[src/hdl/sta_pkg.sv]
// ----------------------------------------------------------------------------
// sta_pkg: shared types and constants for the stereo tremolo / auto-panner
// State codes, register map, fixed-point constants and the sine entry builder.
// ----------------------------------------------------------------------------
`default_nettype none

package sta_pkg;

  typedef longint unsigned u64_t;

  // sequencer states
  typedef enum logic [2:0] {
    ST_IDLE,
    ST_MIX,
    ST_RECIP,
    ST_GAIN,
    ST_PAN,
    ST_OUT
  } state_t;

  // per-step enables from the sequencer to the datapath
  typedef struct packed {
    logic load;      // input transfer taken
    logic mix_en;    // form the gain and pan numerators
    logic recip_en;  // divide the numerators by 100
    logic gain_en;   // sample times tremolo gain
    logic pan_en;    // mixed sample times pan gain
  } ctrl_t;

  // register map (word index, byte address = 4 * index)
  localparam int          ADDR_W        = 5;
  localparam logic [2:0]  REG_TREM_STEP = 3'd0;
  localparam logic [2:0]  REG_TREM_MIX  = 3'd1;
  localparam logic [2:0]  REG_PAN_STEP  = 3'd2;
  localparam logic [2:0]  REG_PAN_WIDTH = 3'd3;
  localparam logic [2:0]  REG_BYPASS    = 3'd4;

  localparam logic [23:0] TREM_STEP_RST = 24'd1398;
  localparam logic [6:0]  TREM_MIX_RST  = 7'd50;
  localparam logic [23:0] PAN_STEP_RST  = 24'd699;
  localparam logic [6:0]  PAN_WIDTH_RST = 7'd100;

  // LFO is Q1.16, 0..65536
  localparam logic [16:0] LFO_MID = 17'd32768;
  localparam logic [16:0] LFO_ONE = 17'd65536;
  localparam logic [6:0]  PCT_MAX = 7'd100;

  // 100*65536 + 50 and 100*32768 + 50 (rounding bias folded in)
  localparam logic [23:0]        GAIN_BIAS = 24'd6553650;
  localparam logic signed [24:0] PAN_BIAS  = 25'sd3276850;

  // floor(n/100) = (n * ceil(2^30/100)) >> 30, exact for n < 2^23
  localparam logic [23:0] RECIP_100   = 24'd10737419;
  localparam int          RECIP_SHIFT = 30;

  // Taylor sine constants, Q2.30
  localparam u64_t Q30_ONE     = 64'd1 << 30;
  localparam u64_t HALF_PI_Q30 = 64'd1686629713;

  // quarter-wave sine of angle x (Q2.30 radians), scaled to 0..32768
  function automatic logic [15:0] quarter_sine(input u64_t x);
    u64_t x2;
    u64_t t;
    u64_t s;
    x2 = (x * x) >> 30;
    t  = Q30_ONE - x2 / 72;
    t  = Q30_ONE - ((x2 * t) >> 30) / 42;
    t  = Q30_ONE - ((x2 * t) >> 30) / 20;
    t  = Q30_ONE - ((x2 * t) >> 30) / 6;
    s  = (x * t) >> 30;
    s  = (s + (64'd1 << 14)) >> 15;
    if (s > 64'd32768) s = 64'd32768;
    return s[15:0];
  endfunction

endpackage

`default_nettype wire

[src/hdl/sta_lane.sv]
// ----------------------------------------------------------------------------
// sta_lane: one channel's gain path
// Sample times tremolo gain, round and saturate, times pan gain, again.
// ----------------------------------------------------------------------------
`default_nettype none

module sta_lane #(
  parameter int SAMPLE_BITS = 24
) (
  input  wire logic                   clk,
  input  wire sta_pkg::ctrl_t         ctrl,
  input  wire logic                   byp,
  input  wire logic [SAMPLE_BITS-1:0] sample_in,
  input  wire logic [16:0]            gain,
  input  wire logic [16:0]            pan,
  output logic      [SAMPLE_BITS-1:0] sample_out
);

  localparam int PW = SAMPLE_BITS + 18;
  localparam int QW = PW - 16;
  localparam logic signed [PW-1:0] Round = PW'(32768);

  logic signed [SAMPLE_BITS-1:0] x;
  logic signed [SAMPLE_BITS-1:0] mixed;
  logic signed [PW-1:0]          p_trem;
  logic signed [PW-1:0]          p_pan;

  // clamp a wide quotient to the sample range
  function automatic logic [SAMPLE_BITS-1:0] sat(input logic signed [QW-1:0] q);
    logic [2:0] top;
    top = q[QW-1 -: 3];
    if (top == 3'b000 || top == 3'b111) begin
      return q[SAMPLE_BITS-1:0];
    end else if (q[QW-1]) begin
      return {1'b1, {(SAMPLE_BITS-1){1'b0}}};
    end else begin
      return {1'b0, {(SAMPLE_BITS-1){1'b1}}};
    end
  endfunction

  always_ff @(posedge clk) begin
    if (ctrl.load) begin
      x <= sample_in;
    end
    if (ctrl.gain_en) begin
      p_trem <= x * $signed({1'b0, gain}) + Round;
    end
    if (ctrl.pan_en) begin
      p_pan <= mixed * $signed({1'b0, pan}) + Round;
    end
  end

  // arithmetic shift gives floor division by 65536
  assign mixed      = sat(QW'(p_trem >>> 16));
  assign sample_out = byp ? x : sat(QW'(p_pan >>> 16));

endmodule

`default_nettype wire
[config.mk]
export PLATFORM = sky130hd
export DESIGN_NAME = sta_lane
export DESIGN_NICKNAME = d
export VERILOG_FILES = /design/src/hdl/sta_pkg.sv /design/src/hdl/sta_lane.sv
export SDC_FILE = /design/constraint.sdc
export NUM_CORES = 2
export LEC_CHECK = 0
export BUFFER_PORTS_ARGS = -buffer_cell sky130_fd_sc_hd__buf_2
export CAP_MARGIN = 5
export CORE_MARGIN = 2
export CORE_UTILIZATION = 60
export CTS_CLUSTER_SIZE = 16
export DETAILED_ROUTE_END_ITERATION = 7
export GPL_ROUTABILITY_DRIVEN = 0
export PLACE_DENSITY = 0.77
export SLEW_MARGIN = 20
export SYNTH_ARGS = -nofsm -noshare
export SYNTH_HDL_FRONTEND = slang
export SYNTH_SLANG_ARGS = --single-unit
export TNS_END_PERCENT = 1
[constraint.sdc]
create_clock -name clk -period 17.2 [get_ports clk]
set_clock_uncertainty 0.05 [all_clocks]
set_input_delay 1.72 -clock clk [delete_from_list [all_inputs] [get_ports clk]]
set_output_delay 1.72 -clock clk [all_outputs]
set_load 0.005 [all_outputs]
# Yosys cells after proc, flatten, opt, wreduce, memory -nomap -nowiden
# Cells that the tools add are included.
[word_totals] in_bits=65 regBits=108 word_cells=18
[classes] multipliers=2 n_reduce_logical=4 add_sub_neg=2 n_mux=5 eq_ne=2
[op_table] cell="$mux 24" count=5
[op_table] cell="$add 42x17->42 const B" count=2
[op_table] cell="$mul 24x18->42" count=2
[op_table] cell="$eq 3x3->1 const B" count=2
[op_table] cell="$logic_not 3->1" count=2
[op_table] cell="$logic_or 1x1->1" count=2

# Depth between registers and ports, before layout
[logic_depth] ltp_word=5 depth_mapped=28

# Least setup slack after synthesis
# Ideal clock, no wire load.
[synth_timing] path_type="input-to-reg" startpoint="input port pan[3]" endpoint="register p_pan[41] (data pin)" required_ps=16884 arrival_time_ps=7423 slack_ps=9462 stages=20 setup_ps=266 cell_sequence="clkbuf_1 > nand2_1 > inv_1 > fa_1 > fa_1 > fa_1 > fa_1 > fa_1 > inv_1 > fa_1 > inv_1 > ha_1 > a21o_1 > a21o_1 > a21oi_1 > o21ai_0 > a21o_1 > nor4_4 > nor3_1 > or3b_1"
[synth_via] elab_chain_len=2
[synth_rtl] item="from (decl)" line="sta_lane.sv:15" rtl="input wire logic [16:0] pan,"
[synth_rtl] item="$mul 24x18->42" line="sta_lane.sv:49" rtl="p_pan <= mixed * $signed({1'b0, pan}) + Round;"
[synth_rtl] item="$add 42x17->42" line="sta_lane.sv:49"
[synth_rtl] item="to (signal assigned)" line="sta_lane.sv:49"
[synth_rtl] item="to (decl)" line="sta_lane.sv:26" rtl="logic signed [PW-1:0] p_pan;"
# No other way between the ends.
# A chain may end at the register's enable or synchronous reset.

# Worst setup path in the final report
[layout_timing] startpoint="input port gain[9]" endpoint="register p_trem[39] (data pin)"
[layout_via] elab_chain_len=2
[layout_rtl] item="from (decl)" line="sta_lane.sv:14" rtl="input wire logic [16:0] gain,"
[layout_rtl] item="$mul 24x18->42" line="sta_lane.sv:46" rtl="p_trem <= x * $signed({1'b0, gain}) + Round;"
[layout_rtl] item="$add 42x17->42" line="sta_lane.sv:46"
[layout_rtl] item="to (signal assigned)" line="sta_lane.sv:46"
[layout_rtl] item="to (decl)" line="sta_lane.sv:25" rtl="logic signed [PW-1:0] p_trem;"
# No other way between the ends.

==> summary by stage <==
Timing
Setup violations remaining at the end of the flow were counted as 0. The post-route clock period utilization is 0.4824. Setup repair after global routing left no endpoint under its margin.

The count of endpoints failing hold in the final timing report is 0. The summed negative setup slack over all endpoints is 0 ps. For the pin with the worst max-slew slack, the measured transition is 1050 ps.

Subtracting the final worst setup slack from the clock period gives around 8300 ps. The highest achievable clock rate is about 0.12 GHz. The max-slew violation count was 0. The remaining max-slew budget at the tightest pin is 0.3002. Once routing completed, OpenROAD measured the worst setup slack at a little under 9000 ps.

CTS
Counting along the longest clock path gives a buffer depth of 2. TritonCTS built the clock tree. CTS built an H-tree with a depth of 3. The clock latency of the later-clocked register in the worst-skew pair is about 360 ps.

The count of instances resized after the clock tree is built is 0. The root buffer cell is sky130_fd_sc_hd__clkbuf_16. After clock tree synthesis, the clock-pin slew on the worst setup and hold paths is 70 ps.

After clock tree synthesis, the setup repair step added 0 buffers. The total CTS buffers is 9. The number of buffers inserted for hold repair after clock tree synthesis is 0. The CTS sink count is 76.

Global routing
The aggregate global-route resource usage is 0.2911. Global routing finished with a remaining overflow of 0. The initial antenna violation count came to 2. The first global-routing pass estimated ~130000 microns of wire. The pin count of the biggest net entering global routing is 27.

The via count of the first global-routing pass is about 25000.

Finish
At the end of the flow the core is filled with cells to 0.6339. Leaving out filler cells and counting taps, the final layout contains 4110. The count of nets after finishing is 4527. The share of post-route cells with drive strength above 1 is 0.04326.

Relative to the synthesized area, the layout overhead comes to 4.130%.

Floorplan
The core region is 0.05266 sq mm. The floorplan step defined a die boundary enclosing 0.05529 sq mm. From left edge to right edge, the die measures 235.1 microns. From bottom edge to top edge, the die measures between 200 and 250 microns. In this run the count of I/O pins placed on the die edge is 89. The starting utilization of the core area is 0.6087. The number of core rows is 84.

Setup path
For the worst setup path, the data required time is ~17000 ps. The type of the setup path with the least slack is in -> reg. Along the worst path, the maximum fanout reaches 24.

The count of cells along the worst register-to-register path is 24. The worst setup path is captured at a flop. The arrival time reported for the critical path endpoint is between 8000 and 9000 ps. The critical path launch point type is an input port.

Synthesis
In this run, distinct cell masters in the synthesized netlist total just over 60. The cell taking the most area after synthesis is sky130_fd_sc_hd__fa_1. The Yosys step of the flow raised 0 warnings. The area share of the largest cell type after synthesis is 0.4996. Counting flops and latches in the post-synthesis netlist gives 76. The most numerous cell in the Yosys netlist is sky130_fd_sc_hd__inv_1.

In the synthesized netlist, the number of instances is roughly 3400. By count the netlist is led by sky130_fd_sc_hd__inv_1 (887), sky130_fd_sc_hd__fa_1 (800), sky130_fd_sc_hd__nand2_1 (482), sky130_fd_sc_hd__and2_1 (380), sky130_fd_sc_hd__ha_1 (246). The per-instance average area after synthesis is a little over 9 sq um.

After synthesis, the cell types taking the most area are sky130_fd_sc_hd__fa_1 (50%), sky130_fd_sc_hd__inv_1 (10%), sky130_fd_sc_hd__ha_1 (9.6%), sky130_fd_sc_hd__and2_1 (7.4%), sky130_fd_sc_hd__edfxtp_1 (7.1%). The net count after synthesis is 4547. The synthesized design contains 76 enable-type register cells. Of all flip-flops after synthesis, the portion carrying an async set or reset was 0. The post-synthesis sequential area ratio is 0.07120. The cell area after synthesis is 0.03205 sq mm.

Among all flip-flop cells after synthesis, the most frequent one is sky130_fd_sc_hd__edfxtp_1.

Detailed routing
After detailed routing, the average wire length per cell comes to 18.27 microns. The via count of the routed design is 22670. After detailed routing, the number of vias per cell comes to roughly 5.5. The final wirelength is 75090 microns.

The iteration-0 DRC count of the detailed router is 1346. The remaining design rule violation count is 0. The count of TritonRoute iterations in the first routing pass is 5. The detail route stage leaves a number of antenna-violating nets equal to 0.

Placement
The number of input and output port buffers inserted is 86. Once placement completed, the tool counted placed cells totaling around 4100. Detailed placement finished with a half-perimeter wire length of between 50000 and 60000 microns. The worst slack at placement is ~8600 ps.

Job
Across the run, the number of max-cap violations was 0.

Min path
The class of the worst hold path is reg -> reg. The worst hold path stage count is 5.

Outcome
The run finished with clean final reports.
## registers in the layout (all words and copies together) (netlist names)
signal	count
p_pan	26
p_trem	26
x	24
## final timing paths
check | from | end | slack [ps]
setup / recovery | gain[9] | p_trem[39] | 8900
hold / removal | p_trem[39] | p_pan[16] | 1210
setup reg to reg | p_trem[41] | p_pan[41] | 9150
hold reg to reg | p_trem[39] | p_pan[16] | 1210
## critical path, cell delays in order
cell	delay, ps
sky130_fd_sc_hd__buf_2	550
sky130_fd_sc_hd__nand2_1	170
sky130_fd_sc_hd__fa_1	570
sky130_fd_sc_hd__inv_1	50
sky130_fd_sc_hd__fa_1	490
sky130_fd_sc_hd__inv_1	60
sky130_fd_sc_hd__fa_1	530
sky130_fd_sc_hd__inv_1	70
sky130_fd_sc_hd__fa_1	480
sky130_fd_sc_hd__inv_1	50
sky130_fd_sc_hd__fa_1	450
sky130_fd_sc_hd__fa_1	490
sky130_fd_sc_hd__inv_1	40
sky130_fd_sc_hd__ha_1	330
sky130_fd_sc_hd__nand4_1	180
sky130_fd_sc_hd__nor2_1	360
sky130_fd_sc_hd__a2111oi_4	130
sky130_fd_sc_hd__a211oi_2	540
sky130_fd_sc_hd__nor3_2	140
sky130_fd_sc_hd__o211ai_1	340
sky130_fd_sc_hd__a41oi_1	190
sky130_fd_sc_hd__xnor2_1	410
## logic make-up (layout without fill, tap and decap cells)
logic type      after synthesis  count (layout)  synth area share
flops                        76              76           0.07120
buf+inv                    1036            1021            0.1213
xor+xnor                     61              61           0.01667
compound gates              183             183           0.03763
fa+ha+maj                  1046            1046            0.5957
other cells                   0               1                 0
mux                           3               3         0.0009759
simple gates               1031            1031            0.1565
## layout make-up
type | instances | area [sq um]
Sequential cell | 76 | 2282
Antenna cell | 1 | 2.502
Clock buffer | 10 | 229.0
Timing Repair Buffer | 118 | 670.6
Fill cell | 4261 | 19280
Multi-Input combinational cell | 2324 | 25890
Inverter | 887 | 3329
Tap cell | 688 | 860.8
Clock inverter | 6 | 112.6
## cells in the final DEF (no fill, tap or decap), drive strengths merged, types with 16 or more instances in the layout
master / instances
buf: 118
a21o: 23
a21oi: 56
and2: 380
fa: 800
nand3: 16
xor2: 22
nor2: 98
ha: 246
inv: 887
o21ai: 50
xnor2: 39
edfxtp: 76
nand2: 482
## routing by layer
metal	share of wire	global-route usage	vias to the layer above
met1	0.39	0.3835	11710
met4	0.026	0.08036	4
met5	0.00028	0	-
li1	-	-	9910
met2	0.50	0.4992	889
met3	0.083	0.05066	160
## through the flow
stage               area (sq um)  hold slack, ps
finish                     33380            1213
CTS                        33370            1215
global route               33370            1283
floorplan                  32050            1009
detailed placement         33030            1195
global placement           33030            1162
Power is not shown: default switching activity piles up to over one toggle a cycle in this logic, so the estimate is an artifact.
