**src/hdl/sta_pkg.sv**
```systemverilog
// ----------------------------------------------------------------------------
// sta_pkg: shared types and constants for the stereo tremolo / auto-panner
// State codes, register map, fixed-point constants and the sine entry builder.
// ----------------------------------------------------------------------------
`default_nettype none

package sta_pkg;

  typedef longint unsigned u64_t;

  // sequencer states
  typedef enum logic [2:0] {
    ST_IDLE,
    ST_MIX,
    ST_RECIP,
    ST_GAIN,
    ST_PAN,
    ST_OUT
  } state_t;

  // per-step enables from the sequencer to the datapath
  typedef struct packed {
    logic load;      // input transfer taken
    logic mix_en;    // form the gain and pan numerators
    logic recip_en;  // divide the numerators by 100
    logic gain_en;   // sample times tremolo gain
    logic pan_en;    // mixed sample times pan gain
  } ctrl_t;

  // register map (word index, byte address = 4 * index)
  localparam int          ADDR_W        = 5;
  localparam logic [2:0]  REG_TREM_STEP = 3'd0;
  localparam logic [2:0]  REG_TREM_MIX  = 3'd1;
  localparam logic [2:0]  REG_PAN_STEP  = 3'd2;
  localparam logic [2:0]  REG_PAN_WIDTH = 3'd3;
  localparam logic [2:0]  REG_BYPASS    = 3'd4;

  localparam logic [23:0] TREM_STEP_RST = 24'd1398;
  localparam logic [6:0]  TREM_MIX_RST  = 7'd50;
  localparam logic [23:0] PAN_STEP_RST  = 24'd699;
  localparam logic [6:0]  PAN_WIDTH_RST = 7'd100;

  // LFO is Q1.16, 0..65536
  localparam logic [16:0] LFO_MID = 17'd32768;
  localparam logic [16:0] LFO_ONE = 17'd65536;
  localparam logic [6:0]  PCT_MAX = 7'd100;

  // 100*65536 + 50 and 100*32768 + 50 (rounding bias folded in)
  localparam logic [23:0]        GAIN_BIAS = 24'd6553650;
  localparam logic signed [24:0] PAN_BIAS  = 25'sd3276850;

  // floor(n/100) = (n * ceil(2^30/100)) >> 30, exact for n < 2^23
  localparam logic [23:0] RECIP_100   = 24'd10737419;
  localparam int          RECIP_SHIFT = 30;

  // Taylor sine constants, Q2.30
  localparam u64_t Q30_ONE     = 64'd1 << 30;
  localparam u64_t HALF_PI_Q30 = 64'd1686629713;

  // quarter-wave sine of angle x (Q2.30 radians), scaled to 0..32768
  function automatic logic [15:0] quarter_sine(input u64_t x);
    u64_t x2;
    u64_t t;
    u64_t s;
    x2 = (x * x) >> 30;
    t  = Q30_ONE - x2 / 72;
    t  = Q30_ONE - ((x2 * t) >> 30) / 42;
    t  = Q30_ONE - ((x2 * t) >> 30) / 20;
    t  = Q30_ONE - ((x2 * t) >> 30) / 6;
    s  = (x * t) >> 30;
    s  = (s + (64'd1 << 14)) >> 15;
    if (s > 64'd32768) s = 64'd32768;
    return s[15:0];
  endfunction

endpackage

`default_nettype wire

```
**src/hdl/sta_gain.sv**
```systemverilog
// ----------------------------------------------------------------------------
// sta_gain: tremolo gain and left/right pan gains from the two LFOs
// Two steps: numerators, then divide by 100 through a reciprocal multiply.
// ----------------------------------------------------------------------------
`default_nettype none

module sta_gain (
  input  wire logic          clk,
  input  wire sta_pkg::ctrl_t ctrl,
  input  wire logic [16:0]   lfo_trem,
  input  wire logic [16:0]   lfo_pan,
  input  wire logic [6:0]    mix,
  input  wire logic [6:0]    width,
  output logic      [16:0]   gain,
  output logic      [16:0]   pan_l,
  output logic      [16:0]   pan_r
);

  logic [6:0]         mix_c;
  logic [6:0]         width_c;
  logic [16:0]        trem_depth;
  logic [23:0]        trem_prod;
  logic signed [17:0] pan_dev;
  logic signed [24:0] pan_prod;
  logic [22:0]        num_g;
  logic [22:0]        num_l;
  logic [22:0]        num_r;
  logic [46:0]        q_g;
  logic [46:0]        q_l;
  logic [46:0]        q_r;

  // percent values above 100 count as 100
  assign mix_c      = (mix > sta_pkg::PCT_MAX) ? sta_pkg::PCT_MAX : mix;
  assign width_c    = (width > sta_pkg::PCT_MAX) ? sta_pkg::PCT_MAX : width;
  assign trem_depth = sta_pkg::LFO_ONE - lfo_trem;
  assign trem_prod  = 24'(mix_c) * 24'(trem_depth);
  assign pan_dev    = $signed({1'b0, lfo_pan}) - $signed({1'b0, sta_pkg::LFO_MID});
  assign pan_prod   = 25'(pan_dev) * $signed({1'b0, width_c});

  // all numerators stay in 50..6553650
  always_ff @(posedge clk) begin
    if (ctrl.mix_en) begin
      num_g <= 23'(sta_pkg::GAIN_BIAS - trem_prod);
      num_l <= 23'(sta_pkg::PAN_BIAS - pan_prod);
      num_r <= 23'(sta_pkg::PAN_BIAS + pan_prod);
    end
  end

  assign q_g = 47'(num_g) * 47'(sta_pkg::RECIP_100);
  assign q_l = 47'(num_l) * 47'(sta_pkg::RECIP_100);
  assign q_r = 47'(num_r) * 47'(sta_pkg::RECIP_100);

  always_ff @(posedge clk) begin
    if (ctrl.recip_en) begin
      gain  <= q_g[sta_pkg::RECIP_SHIFT +: 17];
      pan_l <= q_l[sta_pkg::RECIP_SHIFT +: 17];
      pan_r <= q_r[sta_pkg::RECIP_SHIFT +: 17];
    end
  end

endmodule

`default_nettype wire

```
**config.mk**
```make
export PLATFORM = sky130hd
export DESIGN_NAME = sta_gain
export DESIGN_NICKNAME = d
export VERILOG_FILES = /design/src/hdl/sta_pkg.sv /design/src/hdl/sta_gain.sv
export SDC_FILE = /design/constraint.sdc
export NUM_CORES = 2
export LEC_CHECK = 0
export BUFFER_PORTS_ARGS = -buffer_cell sky130_fd_sc_hd__buf_2
export CORE_MARGIN = 5
export CORE_UTILIZATION = 50
export DETAILED_ROUTE_END_ITERATION = 10
export PLACE_DENSITY = 0.66
export SYNTH_ARGS = -nofsm -noshare
export SYNTH_HDL_FRONTEND = slang
export SYNTH_SLANG_ARGS = --single-unit
```
**constraint.sdc**
```tcl
create_clock -name clk -period 9.8 [get_ports clk]
set_input_delay 1.96 -clock clk [delete_from_list [all_inputs] [get_ports clk]]
set_output_delay 1.96 -clock clk [all_outputs]
set_load 0.05 [all_outputs]
```
## After elaboration in Yosys (flattened, before gate mapping)

Cells that the tools add are included.

- Register bits: 120
- Output and inout bits: 51
- Bits of input ports: 54
- Word-level logic and storage cells: 20

- Order comparisons: 2
- Multiply operators: 5
- Mux-type cells: 2
- $add $sub $neg: 5

Operator list:

| cell | number |
|---|---|
| $mul A23 B24 Y47 const B | 3 |
| $sub A23 B23 Y23 const A | 2 |
| $add A23 B23 Y23 const A | 1 |
| $mul A18 B8 Y23 | 1 |
| $mul A7 B17 Y23 | 1 |
| $sub A17 B16 Y18 const B | 1 |
| $sub A17 B17 Y17 const A | 1 |
| $gt A7 B7 Y1 const B | 2 |
| $mux W7 | 2 |

## Longest topological paths before layout

- Depth after elaboration: 4
- Mapped depth: 25

## Worst setup path after synthesis

OpenSTA, ideal clock, no wires.

- Path kind: input-to-reg
- From: input port width[5]
- To: register num_r[22], data pin
- Buffers on the path: 2
- Slack: 2003 ps
- Stages on the path: 23
- Arrival time: 7533 ps
- Path through: clkbuf_1 -> nand2_1 -> o21bai_1 -> clkbuf_1 -> nand2_1 -> fa_1 -> fa_1 -> inv_1 -> fa_1 -> inv_1 -> fa_1 -> inv_1 -> ha_1 -> and3_1 -> a2111oi_1 -> xnor2_1 -> nand2_1 -> nor4_2 -> nand4_1 -> o21ai_2 -> nand3_2 -> or3b_1 -> xnor2_1

- Longest elaborated chain between the ends: 4

Ends and longest elaborated chain:

| what | line | text |
|---|---|---|
| start, declared | sta_gain.sv:13 | `input wire logic [6:0] width,` |
| $gt A7 B7 Y1 | sta_gain.sv:34 | `assign width_c = (width > sta_pkg::PCT_MAX) ? sta_pkg::PCT_MAX : width;` |
| $mux W7 (*) | sta_gain.sv:34 |  |
| $mul A18 B8 Y23 (*) | sta_gain.sv:38 | `assign pan_prod = 25'(pan_dev) * $signed({1'b0, width_c});` |
| $add A23 B23 Y23 (*) | sta_gain.sv:45 | `num_r <= 23'(sta_pkg::PAN_BIAS + pan_prod);` |
| end signal, assigned | sta_gain.sv:45 |  |
| end, declared | sta_gain.sv:27 | `logic [22:0] num_r;` |

Every way passes the cells marked *; elsewhere a longest branch is shown, timed or not.
A chain may end at the register's enable or synchronous reset.

## Worst setup path after layout

- From: input port lfo_trem[4]
- To: register num_g[22], data pin

- Longest elaborated chain between the ends: 3

Ends and longest elaborated chain:

| what | line | text |
|---|---|---|
| start, declared | sta_gain.sv:10 | `input wire logic [16:0] lfo_trem,` |
| $sub A17 B17 Y17 | sta_gain.sv:35 | `assign trem_depth = sta_pkg::LFO_ONE - lfo_trem;` |
| $mul A7 B17 Y23 | sta_gain.sv:36 | `assign trem_prod = 24'(mix_c) * 24'(trem_depth);` |
| $sub A23 B23 Y23 | sta_gain.sv:43 | `num_g <= 23'(sta_pkg::GAIN_BIAS - trem_prod);` |
| end signal, assigned | sta_gain.sv:43 |  |
| end, declared | sta_gain.sv:25 | `logic [22:0] num_g;` |

No other way between the ends.

==> qor_table.md <==
| Group | Metric | Reported |
|---|---|---|
| critical path | Required time at the worst-slack endpoint | 9.99 ns |
| final layout | Top library cells by usage in the layout, fill and taps aside | inv_1 (1126), ha_1 (818), fa_1 (753) |
| critical path | Critical path endpoint category | flop |
| synthesis | Sequential cell area fraction in the yosys report | 9.03% |
| critical path | CP max FO | 5 |
| drt | Per-cell via count in the routed design | 5.12 |
| timing | TNS Setup | 0 ns |
| timing | Slew at the pin closest to its max-slew limit | 0.973 ns |
| synthesis | Number of flops mapped to enable cells by yosys | 119 |
| critical path | Max stage delay on crit path | 0.51 ns |
| grt | Remaining Overflow, GRT | 0 |
| clocking | Clock tree from TritonCTS | built |
| clocking | Cell at the root of the clock tree | clkbuf_16 |
| outcome | Result of the run | complete, no violations |
| floorplan | Overall die width | 291 µm |
| drt | Detailed Route WL | 88100 µm |
| clocking | Maximum buffer depth of the clock tree | 2 |
| synthesis | Net Count, Synth | 5489 |
| synthesis | Share of async-settable or async-resettable flops after synthesis | 0% |
| synthesis | Number of distinct library cells after synthesis | 75 |
| clocking | CTS HTree Levels | 4 |
| drt | Post-route DRC | 0 |
| drt | Detail Route Antenna Nets | 0 |
| clocking | Number of sinks handled by clock tree synthesis | 119 |
| synthesis | Synth warn | 0 |
| final layout | Number of nets in the finished design | 5590 |
| worst hold path | Class of the tightest hold or removal check | reg2reg |
| floorplan | Std-Cell Rows | 103 |
| timing | Achievable clock frequency | 120 MHz |
| critical path | Cell repeated most along the worst path | fa_1 |
| floorplan | Floorplan die height | 291 µm |
| clocking | Post-CTS clock slew at the launch and capture registers of the worst setup and hold paths | 0.06 ns |
| floorplan | Die ar. | 84900 µm² |
| floorplan | Number of top-level design ports | 105 |
| timing | Max transition margin | 35.0% |
| drt | First-pass DRT Iterations | 5 |
| timing | Min Clock Period, post-route | 8.34 ns |
| grt | Largest net degree at the start of global routing | 69 |
| synthesis | Synth Instances | 3864 |
| grt | Number of antenna violations at the first check in global routing | 0 |
| run | Max-capacitance violation count | 0 |
| timing | Skew final | 0.0171 ns |
| placed design | GP Congestion | 0.915 |
| drt | Count of vias placed by the detailed router | 25800 |
| final layout | Commonest non-fill, non-tap cell in the layout | inv_1 |
| clocking | Post-CTS setup repair buffer count | 0 |
| clocking | Number of clock buffers inserted by TritonCTS | 17 |
| timing | Number of failing hold endpoints at the final stage | 0 |
| grt | Wire length of the first global-routing pass | 149000 µm |
| synthesis | Number of synthesized register bits | 119 |
| critical path | Cell-by-cell listing of the critical path | buf_2, nor3_1, nand3_1, or2_2, nor4_2, nand2_1, or3_1, xnor2_1, nor2_1, fa_1, fa_1, fa_1, inv_1, fa_1, ha_1, a21o_1, a21oi_1, nand2_1, a311o_1, a31oi_1, nor2b_1, o21a_1, o22ai_1, xnor2_1 |
| timing | Share of the cycle needed by the critical path after routing | 85.1% |
| timing | RSZ-0062 raised after global routing | false |
| critical path | Data arrival at the endpoint of the critical path | 8.53 ns |
| clocking | Number of hold buffers added after CTS | 0 |
| timing | Final number of max-transition violations | 0 |
| drt | Initial drt markers | 1224 |
| clocking | Worst skew pair latency | 0.46 ns |
| critical path | Nature of the critical path startpoint | input pin |
| final layout | Area growth syn-to-layout | 5.93% |
| floorplan | Placeable core area | 78700 µm² |
| final layout | Ratio of cells with drive above 1 in the final layout | 4.27% |
| placed design | Dpl hpwl | 79100 µm |
| drt | Detail-routed net length per standard cell | 17.5 µm |
| grt | Via count of the first global-routing pass | 28600 |
| synthesis | Top FF cell, synth | edfxtp_1 |
| floorplan | Starting density of the core | 50.2% |
| synthesis | Avg Inst Size Synth | 10.2 µm² |
| final layout | Antenna diode instance count | 0 |
| critical path | Slowest CP cell | fa_1 |
| synthesis | Post-Synthesis Cell Area | 39600 µm² |
| placed design | IO buf count | 101 |
| timing | Setup violators final | 0 |
| critical path | Category of the critical setup timing path | in2reg |
| clocking | Gates resized, CTS repair | 0 |
| grt | Total global-route track usage | 21.9% |
[layout make-up]
class	count	area, µm²
Clock buffer	23	448
Multi-Input combinational cell	2593	31700
Timing Repair Buffer	108	558
Fill cell	7097	36800
Inverter	1126	4230
Tap cell	1050	1310
Sequential cell	119	3570
Clock inverter	9	126
[flip-flops by register name, summed over array words and instances (netlist names)]
name / flops
num_r: 22
num_l: 23
num_g: 23
pan_r: 17
pan_l: 17
gain: 17
[layer usage]
layer	up-vias	GRT usage (%)	wire [µm]
met2	554	38.5	43800
met5	-	0	0
li1	12300	-	-
met3	114	2.59	3950
met1	12800	28.8	38000
met4	0	6.03	2360
[logic make-up after synthesis]
group,after synthesis,synth area share (%)
flops,119,9.03
buf+inv,1152,11.0
simple gates,577,7.62
fa+ha+maj,1571,64.0
compound gates,291,4.95
xor+xnor,154,3.48
[per-stage QoR]
step                      utilization, %  area, µm²  std cells  hold slack, ns  setup WS (ns)
after floorplan                        -      39600       3864           0.983           2.00
after global placement              52.5      41300       4996            1.15           1.14
after detailed placement            52.5      41300       4996            1.21           1.09
after CTS                           53.2      41900       5028            1.20           1.51
after global routing                53.2      41900       5028            1.21           1.08
final                               53.2      41900       5028            1.16           1.46
[worst max-delay path, delay by kind of cell]
family                     cells  cell delay [ns]
xor gates and xnor gates       2             0.55
AOI/OAI and AO/OA              6             1.38
buffers and inverters          2             0.17
adders and majority gates      5             2.29
and+or+nand+nor                9             2.19
[cell usage after synthesis, types with 34 or more instances]
library cell	instances	share of area [%]
inv_1	1126	11
ha_1	818	26
fa_1	753	38
nor2_1	130	1.2
edfxtp_1	119	9.0
nand2_1	117	1.1
xnor2_1	94	2.1
a21oi_1	83	1.0
and2_1	79	1.2
and3_1	70	1.1
xor2_1	58	1.3
a21o_1	51	0.97
o21ai_0	46	0.58
nor2b_1	34	0.54
[path summary, 6_finish.rpt]
check	start	endpoint	slack, ns	cells after the start
setup reg to reg	num_l[3]	pan_l[15]	1.89	22
hold / removal	num_l[22]	pan_l[16]	1.16	3
setup / recovery	lfo_trem[4]	num_g[22]	1.46	24
hold reg to reg	num_l[22]	pan_l[16]	1.16	3
Power is not shown: default switching activity piles up to over one toggle a cycle in this logic, so the estimate is an artifact.
